### src/rtl/key_debounce_autorepeat_top_assert.svh
// assertion macros for the key debounce block
`ifndef KEY_DEBOUNCE_AUTOREPEAT_TOP_ASSERT_SVH
`define KEY_DEBOUNCE_AUTOREPEAT_TOP_ASSERT_SVH

// same-cycle implication, checked outside reset
`define KDA_ASSERT_NOW(label, ante, cons) \
  label: assert property (@(posedge clk_i) disable iff (!rst_ni) (ante) |-> (cons)) \
    else $error("kda assertion failed");

// next-cycle implication, checked outside reset
`define KDA_ASSERT_NEXT(label, ante, cons) \
  label: assert property (@(posedge clk_i) disable iff (!rst_ni) (ante) |=> (cons)) \
    else $error("kda assertion failed");

`endif

### src/rtl/kda_pkg.sv
package kda_pkg;

  localparam int NumKeysDef    = 8;
  localparam int FilterBitsDef = 2;

  localparam int CmdW    = 2;
  localparam int KeyW    = 3;
  localparam int CodeW   = 3;
  localparam int RegW    = 8;
  localparam int ModeW   = 4;
  localparam int CfgIdxW = 2;
  // wide enough to compare a key index against a key count up to 127
  localparam int KeyCmpW = 7;

  // register indexes
  localparam logic [CfgIdxW-1:0] CFG_LONG_DELAY   = 2'd0;
  localparam logic [CfgIdxW-1:0] CFG_REPEAT_START = 2'd1;
  localparam logic [CfgIdxW-1:0] CFG_RATE_STEP    = 2'd2;
  localparam logic [CfgIdxW-1:0] CFG_PAUSE_LENGTH = 2'd3;

  localparam logic [RegW-1:0] LONG_DELAY_RST   = 8'd32;
  localparam logic [RegW-1:0] REPEAT_START_RST = 8'd40;
  localparam logic [RegW-1:0] RATE_STEP_RST    = 8'd48;
  localparam logic [RegW-1:0] PAUSE_LENGTH_RST = 8'd64;

  // commands
  localparam logic [CmdW-1:0] CMD_SAMPLE = 2'd0;
  localparam logic [CmdW-1:0] CMD_PAUSE  = 2'd1;
  localparam logic [CmdW-1:0] CMD_KILL   = 2'd2;

  // key modes; repeating is MODE_RPT plus the interval exponent
  localparam logic [ModeW-1:0] MODE_OFF    = 4'd0;
  localparam logic [ModeW-1:0] MODE_START  = 4'd1;
  localparam logic [ModeW-1:0] MODE_DELAY  = 4'd2;
  localparam logic [ModeW-1:0] MODE_PAUSE  = 4'd3;
  localparam logic [ModeW-1:0] MODE_KILLED = 4'd4;
  localparam logic [ModeW-1:0] MODE_RPT    = 4'd8;
  localparam logic [2:0]       RPT_EXP_MAX   = 3'd4;
  localparam logic [2:0]       RPT_EXP_PAUSE = 3'd3;

  // event codes
  localparam logic [CodeW-1:0] EV_NONE    = 3'd0;
  localparam logic [CodeW-1:0] EV_FIRST   = 3'd1;
  localparam logic [CodeW-1:0] EV_LONG    = 3'd2;
  localparam logic [CodeW-1:0] EV_REPEAT  = 3'd3;
  localparam logic [CodeW-1:0] EV_RELEASE = 3'd4;

  typedef struct packed {
    logic [CmdW-1:0] cmd;
    logic [KeyW-1:0] key_index;
    logic            level;
  } item_t;

  typedef struct packed {
    logic [KeyW-1:0]  event_key;
    logic [CodeW-1:0] event_code;
  } result_t;

  typedef struct packed {
    logic [RegW-1:0] long_delay;
    logic [RegW-1:0] repeat_start;
    logic [RegW-1:0] rate_step;
    logic [RegW-1:0] pause_length;
  } cfg_t;

endpackage

### src/rtl/kda_cfg_regs.sv
module kda_cfg_regs (
  input  logic                         clk_i,
  input  logic                         rst_ni,
  input  logic                         cfg_we_i,
  input  logic [kda_pkg::CfgIdxW-1:0]  cfg_index_i,
  input  logic [kda_pkg::RegW-1:0]     cfg_data_i,
  output kda_pkg::cfg_t                cfg_o
);

  kda_pkg::cfg_t cfg_q;

  always_ff @(posedge clk_i or negedge rst_ni) begin
    if (!rst_ni) begin
      cfg_q.long_delay   <= kda_pkg::LONG_DELAY_RST;
      cfg_q.repeat_start <= kda_pkg::REPEAT_START_RST;
      cfg_q.rate_step    <= kda_pkg::RATE_STEP_RST;
      cfg_q.pause_length <= kda_pkg::PAUSE_LENGTH_RST;
    end else if (cfg_we_i) begin
      case (cfg_index_i)
        kda_pkg::CFG_LONG_DELAY:   cfg_q.long_delay   <= cfg_data_i;
        kda_pkg::CFG_REPEAT_START: cfg_q.repeat_start <= cfg_data_i;
        kda_pkg::CFG_RATE_STEP:    cfg_q.rate_step    <= cfg_data_i;
        kda_pkg::CFG_PAUSE_LENGTH: cfg_q.pause_length <= cfg_data_i;
        default: ;
      endcase
    end
  end

  assign cfg_o = cfg_q;

endmodule

### src/rtl/kda_key_engine.sv
module kda_key_engine #(
  parameter int NUM_KEYS_P  = kda_pkg::NumKeysDef,
  parameter int FILTER_BITS = kda_pkg::FilterBitsDef
) (
  input  logic             clk_i,
  input  logic             rst_ni,
  input  kda_pkg::cfg_t    cfg_i,
  input  kda_pkg::item_t   item_i,
  input  logic             commit_i,
  output kda_pkg::result_t result_o
);

  localparam int KeyIdxW = (NUM_KEYS_P > 1) ? $clog2(NUM_KEYS_P) : 1;

  logic [FILTER_BITS-1:0]    hist_q [NUM_KEYS_P];
  logic [kda_pkg::RegW-1:0]  cnt_q  [NUM_KEYS_P];
  logic [kda_pkg::ModeW-1:0] mode_q [NUM_KEYS_P];

  logic [kda_pkg::KeyCmpW-1:0] key_ext;
  logic [KeyIdxW-1:0]          idx;
  logic                        in_range;

  logic [FILTER_BITS-1:0]    hist_d;
  logic [kda_pkg::RegW-1:0]  cnt_d;
  logic [kda_pkg::ModeW-1:0] mode_d;
  logic [kda_pkg::CodeW-1:0] ev;

  assign key_ext  = kda_pkg::KeyCmpW'(item_i.key_index);
  assign idx      = key_ext[KeyIdxW-1:0];
  assign in_range = key_ext < kda_pkg::KeyCmpW'(NUM_KEYS_P);

  always_comb begin
    logic [FILTER_BITS:0]      shifted;
    logic [FILTER_BITS-1:0]    hist;
    logic [kda_pkg::RegW-1:0]  cnt;
    logic [kda_pkg::ModeW-1:0] mode;
    logic [2:0]                e;
    logic [kda_pkg::RegW-1:0]  rep_mask;

    shifted  = {hist_q[idx], item_i.level};
    hist     = shifted[FILTER_BITS-1:0];
    cnt      = cnt_q[idx] + 8'd1;
    mode     = mode_q[idx];
    ev       = kda_pkg::EV_NONE;
    e        = mode[2:0];
    rep_mask = '0;

    hist_d = hist_q[idx];
    cnt_d  = cnt_q[idx];
    mode_d = mode_q[idx];

    case (item_i.cmd)
      kda_pkg::CMD_SAMPLE: begin
        // release check runs ahead of the mode logic
        if (mode != kda_pkg::MODE_OFF && hist == '0) begin
          if (mode != kda_pkg::MODE_KILLED) ev = kda_pkg::EV_RELEASE;
          cnt  = '0;
          mode = kda_pkg::MODE_OFF;
        end

        if (mode == kda_pkg::MODE_START) begin
          ev   = kda_pkg::EV_FIRST;
          mode = kda_pkg::MODE_DELAY;
          cnt  = '0;
        end else if (mode == kda_pkg::MODE_DELAY) begin
          if (cnt == cfg_i.long_delay) ev = kda_pkg::EV_LONG;
          if (cnt == cfg_i.repeat_start) begin
            mode = {1'b1, kda_pkg::RPT_EXP_MAX};
            cnt  = '0;
          end
        end else if (mode[3] && mode[2:0] <= kda_pkg::RPT_EXP_MAX) begin
          e = mode[2:0];
          // speed up once the current rate has run its course
          if (e != 3'd0 && cnt >= cfg_i.rate_step) begin
            e    = e - 3'd1;
            mode = {1'b1, e};
            cnt  = '0;
          end
          rep_mask = ~(8'hFF << e);
          if ((cnt & rep_mask) == '0) ev = kda_pkg::EV_REPEAT;
        end else if (mode == kda_pkg::MODE_PAUSE) begin
          if (cnt >= cfg_i.pause_length) begin
            mode = {1'b1, kda_pkg::RPT_EXP_PAUSE};
            cnt  = '0;
          end
        end else if (mode == kda_pkg::MODE_KILLED) begin
          // silent until released
        end else begin
          mode = kda_pkg::MODE_OFF;
          if (hist == '1) begin
            mode = kda_pkg::MODE_START;
            cnt  = '0;
          end
        end

        hist_d = hist;
        cnt_d  = cnt;
        mode_d = mode;
      end
      kda_pkg::CMD_PAUSE: begin
        mode_d = kda_pkg::MODE_PAUSE;
        cnt_d  = '0;
      end
      kda_pkg::CMD_KILL: begin
        mode_d = kda_pkg::MODE_KILLED;
      end
      default: ;
    endcase

    if (!in_range) ev = kda_pkg::EV_NONE;
  end

  always_ff @(posedge clk_i or negedge rst_ni) begin
    if (!rst_ni) begin
      for (int k = 0; k < NUM_KEYS_P; k++) begin
        hist_q[k] <= '0;
        cnt_q[k]  <= '0;
        mode_q[k] <= kda_pkg::MODE_OFF;
      end
    end else if (commit_i && in_range) begin
      hist_q[idx] <= hist_d;
      cnt_q[idx]  <= cnt_d;
      mode_q[idx] <= mode_d;
    end
  end

  assign result_o.event_code = ev;
  assign result_o.event_key  = (ev == kda_pkg::EV_NONE) ? '0 : item_i.key_index;

endmodule

### src/rtl/kda_out_reg.sv
module kda_out_reg (
  input  logic                        clk_i,
  input  logic                        rst_ni,
  input  logic                        load_i,
  input  kda_pkg::result_t            result_i,
  input  logic                        out_stall_i,
  output logic                        ready_o,
  output logic                        out_valid_o,
  output logic [kda_pkg::KeyW-1:0]    event_key_o,
  output logic [kda_pkg::CodeW-1:0]   event_code_o
);

  logic             valid_q;
  kda_pkg::result_t res_q;

  // free when empty or being drained this cycle
  assign ready_o = !valid_q || !out_stall_i;

  always_ff @(posedge clk_i or negedge rst_ni) begin
    if (!rst_ni) begin
      valid_q <= 1'b0;
    end else if (ready_o) begin
      valid_q <= load_i;
    end
  end

  always_ff @(posedge clk_i) begin
    if (load_i && ready_o) begin
      res_q <= result_i;
    end
  end

  assign out_valid_o  = valid_q;
  assign event_key_o  = res_q.event_key;
  assign event_code_o = res_q.event_code;

endmodule

### src/rtl/key_debounce_autorepeat_top.sv
// key debouncer with long press and accelerating auto-repeat
//
// input channel: in_valid_i / in_stall_o carry one item (cmd_i, key_index_i,
// level_i). an item is taken at a clock edge with valid high and stall low.
// output channel: out_valid_o / out_stall_i carry one result item
// (event_key_o, event_code_o); every input item gives exactly one result,
// code 0 when nothing happened
// configuration: cfg_we_i writes cfg_data_i into the register at cfg_index_i
// (0 long delay, 1 repeat start, 2 rate step, 3 pause length)
// path: a taken item waits in the input register, and its result is registered
// in the result register once that register can take it
// throughput: one item per cycle unless the result register stalls; each item is one
// read-modify-write of its key's history, counter and mode behind the input register
// stall: while the result register is full and stalled the input register
// holds, and in_stall_o rises once the input register is also occupied
// reset: all keys are released with cleared counters, registers take their
// defaults, both pipeline registers are empty
module key_debounce_autorepeat_top #(
  parameter int NUM_KEYS_P  = kda_pkg::NumKeysDef,
  parameter int FILTER_BITS = kda_pkg::FilterBitsDef
) (
  input  logic                         clk_i,
  input  logic                         rst_ni,
  // config write port
  input  logic                         cfg_we_i,
  input  logic [kda_pkg::CfgIdxW-1:0]  cfg_index_i,
  input  logic [kda_pkg::RegW-1:0]     cfg_data_i,
  // input items
  input  logic                         in_valid_i,
  output logic                         in_stall_o,
  input  logic [kda_pkg::CmdW-1:0]     cmd_i,
  input  logic [kda_pkg::KeyW-1:0]     key_index_i,
  input  logic                         level_i,
  // result items
  output logic                         out_valid_o,
  input  logic                         out_stall_i,
  output logic [kda_pkg::KeyW-1:0]     event_key_o,
  output logic [kda_pkg::CodeW-1:0]    event_code_o
);

  kda_pkg::cfg_t    cfg;
  kda_pkg::item_t   item_q;
  kda_pkg::result_t result;

  logic s1_valid_q;
  logic s1_valid_d;
  logic out_ready;
  logic s1_adv;
  logic in_take;

  kda_cfg_regs u_cfg (
    .clk_i       (clk_i),
    .rst_ni      (rst_ni),
    .cfg_we_i    (cfg_we_i),
    .cfg_index_i (cfg_index_i),
    .cfg_data_i  (cfg_data_i),
    .cfg_o       (cfg)
  );

  // item leaves the input register when the result register can take it
  assign s1_adv     = s1_valid_q && out_ready;
  assign in_stall_o = s1_valid_q && !s1_adv;
  assign in_take    = in_valid_i && !in_stall_o;
  assign s1_valid_d = in_take || (s1_valid_q && !s1_adv);

  always_ff @(posedge clk_i or negedge rst_ni) begin
    if (!rst_ni) begin
      s1_valid_q <= 1'b0;
    end else begin
      s1_valid_q <= s1_valid_d;
    end
  end

  always_ff @(posedge clk_i) begin
    if (in_take) begin
      item_q.cmd       <= cmd_i;
      item_q.key_index <= key_index_i;
      item_q.level     <= level_i;
    end
  end

  // key state is written back in the same cycle the result is registered,
  // so a following item for the same key sees the update
  kda_key_engine #(
    .NUM_KEYS_P  (NUM_KEYS_P),
    .FILTER_BITS (FILTER_BITS)
  ) u_engine (
    .clk_i    (clk_i),
    .rst_ni   (rst_ni),
    .cfg_i    (cfg),
    .item_i   (item_q),
    .commit_i (s1_adv),
    .result_o (result)
  );

  kda_out_reg u_out (
    .clk_i        (clk_i),
    .rst_ni       (rst_ni),
    .load_i       (s1_adv),
    .result_i     (result),
    .out_stall_i  (out_stall_i),
    .ready_o      (out_ready),
    .out_valid_o  (out_valid_o),
    .event_key_o  (event_key_o),
    .event_code_o (event_code_o)
  );

`include "key_debounce_autorepeat_top_assert.svh"

  // an empty event never names a key
  `KDA_ASSERT_NOW(a_none_has_zero_key,
    out_valid_o && event_code_o == kda_pkg::EV_NONE, event_key_o == '0)
  // only defined event codes leave the block
  `KDA_ASSERT_NOW(a_code_defined, out_valid_o, event_code_o <= kda_pkg::EV_RELEASE)
  // an item moving out of the input register always lands in the result register
  `KDA_ASSERT_NEXT(a_adv_lands, s1_adv, out_valid_o)
  // a stalled full result register keeps the input register occupied
  `KDA_ASSERT_NEXT(a_hold_when_blocked, s1_valid_q && out_valid_o && out_stall_i, s1_valid_q)

endmodule

### config.mk
export PLATFORM = sky130hd
export DESIGN_NAME = key_debounce_autorepeat_top
export DESIGN_NICKNAME = d
export VERILOG_FILES = /design/src/rtl/kda_pkg.sv /design/src/rtl/kda_cfg_regs.sv /design/src/rtl/kda_key_engine.sv /design/src/rtl/kda_out_reg.sv /design/src/rtl/key_debounce_autorepeat_top.sv
export VERILOG_INCLUDE_DIRS = /design/src /design/src/rtl
export SDC_FILE = /design/constraint.sdc
export NUM_CORES = 1
export LEC_CHECK = 0
export BUFFER_PORTS_ARGS = -buffer_cell sky130_fd_sc_hd__buf_2
export CAP_MARGIN = 20
export CORE_MARGIN = 1
export CORE_UTILIZATION = 64
export CTS_BUF_LIST = sky130_fd_sc_hd__clkbuf_4 sky130_fd_sc_hd__clkbuf_8
export CTS_CLUSTER_DIAMETER = 120
export CTS_CLUSTER_SIZE = 30
export DETAILED_ROUTE_END_ITERATION = 10
export GPL_ROUTABILITY_DRIVEN = 0
export GPL_TIMING_DRIVEN = 0
export PLACE_DENSITY = 0.83
export SLEW_MARGIN = 40
export SYNTH_ARGS = -nofsm -noshare
export SYNTH_HDL_FRONTEND = slang
export SYNTH_HIERARCHICAL = 1
export SYNTH_SLANG_ARGS = --single-unit
### constraint.sdc
create_clock -name clk_i -period 6.9 [get_ports clk_i]
set_clock_uncertainty 0.05 [all_clocks]
set_input_delay 0.69 -clock clk_i [delete_from_list [all_inputs] [get_ports clk_i]]
set_output_delay 0.69 -clock clk_i [all_outputs]
set_load 0.005 [all_outputs]
==> metrics.yaml <==
dpl_worst_slack_ns: 0.5081
ys.flop_type: "dfrtp_1"
fp-row-count: 40
pin_count: 29
p_leak_nw: 3.813
layout_commonest_cell: "dfrtp_1"
crit_type: "flip-flop to flip-flop"
ys_types: 78
fmax_mhz: 154.5
synth_edf_count: 12
worst_pin_slew_ns: 0.8438
syn_inst: 800
regToRegEndpoint: "u_out/event_key_o[1]"
clk_pin_slew_worst_paths_ns: 0.08
worstPathMaxFanout: 10
r2r_slack_ns: 0.43
nets: 892
start_util_pct: 66.61
setup_viol: 0
core_mm2: 0.01221
ctsHoldBuffers: 0
timing.critical_path.buf_inv: 5
ys_warn_count: 6
start_kind: "flip-flop"
reg2reg_from: "item_q[2]"
drtIter0Drc: 1021
cts_sinks: 150
post-route-min-period_ns: 6.473
fin_tns_setup_ns: 0
rr_worst_depth: 21
drtPass1Iterations: 6
grt_overflow: 0
postRouteWirelength_um: 22210
synth_area_per_cell_um2: 10.17
grt_max_degree: 76
async_reset_ff_share_pct: 92.00
grt_antenna_before_repair: 0
grt_pass1_vias: 6843
cp-end-kind: "flip-flop"
crit_chain: "buf_4 > clkbuf_1 > inv_1 > nand3_1 > and4_1 > clkbuf_1 > ha_1 > nand4_1 > xor2_1 > nor2_1 > ha_1 > a21o_1 > a21oi_1 > a31o_2 > clkbuf_1 > nand2_1 > a211oi_1 > nor2_1 > o21ai_0 > a21boi_0 > a211oi_1"
portBuffers: 28
area_growth_pct: 9.629
die_area_mm2: 0.01316
period_share_pct: 93.81
cts_made_buffers: 17
layout_common_cells: "dfrtp_1, nor2_1, a21oi_1"
power.density_mw_per_mm2: 360.2
avgRoutedWirePerCell_um: 21.59
slew_violations: 0
diodes: 0
hold_class: "input pin to asynchronous set/reset pin"
ys_seq_elements: 150
rsz0062_at_grt: "false"
crit_family: "buffers and inverters"
cts_tree: "done"
crit_top_cell: "clkbuf_1"
h-tree-depth: 4
status: "completed"
grt_first_pass_wirelength_um: 35540
cts-root-buf: "clkbuf_8"
cts_setup_buffers: 0
clockBufferDepth: 2
dp_hpwl_um: 15760
grt_usage_pct: 36.05
ir_drop_mv: 0.1952
die_h_um: 114.7
setup_slack_ns: 0.4270
drive_gt1_share_pct: 18.35
die_w_um: 114.7
drt.antenna.violating_nets: 0
drc: 0
synth_area_mm2: 0.008134
crit_path_top_delay_cell: "nor2_1"
fill_cells: 878
clk_latency_ns: 0.47
hold_violations: 0
max-cap-violations: 0
ys_seq_area_share_pct: 46.98
worstPathArrival_ns: 6.60
synth_nets: 844
maxSlewHeadroom_pct: 43.37
crit_path_max_incr_delay_ns: 0.60
vias: 6954
required_ns: 7.03
via_per_inst: 6.758
cts_resized: 0
-- metal layers --
metal / global-route usage (%) / up-vias / part of all wire (%)
met5: 0 / - / 0
met4: 15.15 / 0 / 3.5
met3: 9.383 / 92 / 11
met2: 57.86 / 478 / 47
met1: 46.84 / 3373 / 39
li1: - / 3011 / -
-- how the worst max path moves through the flow --
stage,slack [ns],endpoint,startpoint,cells after the start
after floorplan,1.93,u_engine/cnt_q[8],item_q[2],22
after global placement,0.75,u_engine/cnt_q[10],item_q[2],20
after detailed placement,0.51,u_engine/cnt_q[1],item_q[2],20
after CTS,0.46,u_engine/cnt_q[58],item_q[2],20
after global routing,0.09,u_engine/cnt_q[45],item_q[2],20
final,0.43,u_out/event_key_o[1],item_q[2],21
-- cells in the mapped netlist (all sizes together), types with 13 or more instances --
cell type	instances	area share [%]
mux2i	22	2.7
nand3	17	1.1
clkbuf	23	1.1
buf	16	1.1
a211oi	13	1.3
nand2	61	2.8
ha	23	3.5
dfrtp	132	41
a21oi	79	4.9
nor2	110	5.1
mux2	40	5.5
o21ai	42	2.6
inv	36	1.7
a31oi	20	1.7
-- worst register-to-register path, delay by kind of cell, from the launching register on --
family                   cells  cell delay, ns
adder cells (fa/ha/maj)      2            0.78
buffers and inverters        5            1.77
XOR/XNOR                     1            0.22
AO/OA/AOI/OAI                7            1.68
AND/OR/NAND/NOR              6            1.35
flip-flops                   1            0.34
-- cell families after synthesis --
| kind of cell | share of synthesized area, % |
|---|---|
| adder cells (fa/ha/maj) | 3.538 |
| multiplexers | 10.18 |
| AO/OA/AOI/OAI | 20.01 |
| buffers and inverters | 3.907 |
| flip-flops | 46.98 |
| XOR/XNOR | 0.8613 |
| AND/OR/NAND/NOR | 14.52 |
-- power breakdown --
part           internal, mW  total (mW)  switching, mW
combinational         0.475        1.22          0.741
clock                 0.318       0.663          0.345
sequential             1.17        1.33          0.166
total                  1.96        3.21           1.25
-- stage by stage --
step	instance area, µm²	hold slack [ns]	total power, mW	util, %	instances
after floorplan	8134	0.3444	2.165	-	800
after global placement	8484	0.4028	2.423	69.48	996
after detailed placement	8523	0.4218	2.508	69.80	997
after CTS	8912	0.1458	3.178	72.98	1029
after global routing	8917	0.1651	3.381	73.02	1029
final	8917	0.1432	3.212	73.02	1029
-- registers in the layout, summed over array words and instances, names as in the netlist --
name	flops
u_cfg/cfg_o	32
u_engine/cnt_q	64
u_out/event_code_o	3
s1_valid_q	1
item_q	6
u_out/event_key_o	3
u_engine/hist_q	8
u_out/out_valid_o	1
u_engine/mode_q	32
-- final cells by class --
type | count | area, µm² | share of cell area, %
Multi-Input combinational cell | 574 | 4000 | 44.86
Tap cell | 168 | 210.2 | 2.357
Clock buffer | 20 | 275.3 | 3.087
Clock inverter | 12 | 113.9 | 1.277
Buffer | 39 | 180.2 | 2.020
Timing Repair Buffer | 29 | 177.7 | 1.992
Inverter | 37 | 138.9 | 1.557
Sequential cell | 150 | 3821 | 42.85
Note: power is estimated with default switching activity, not from simulation.
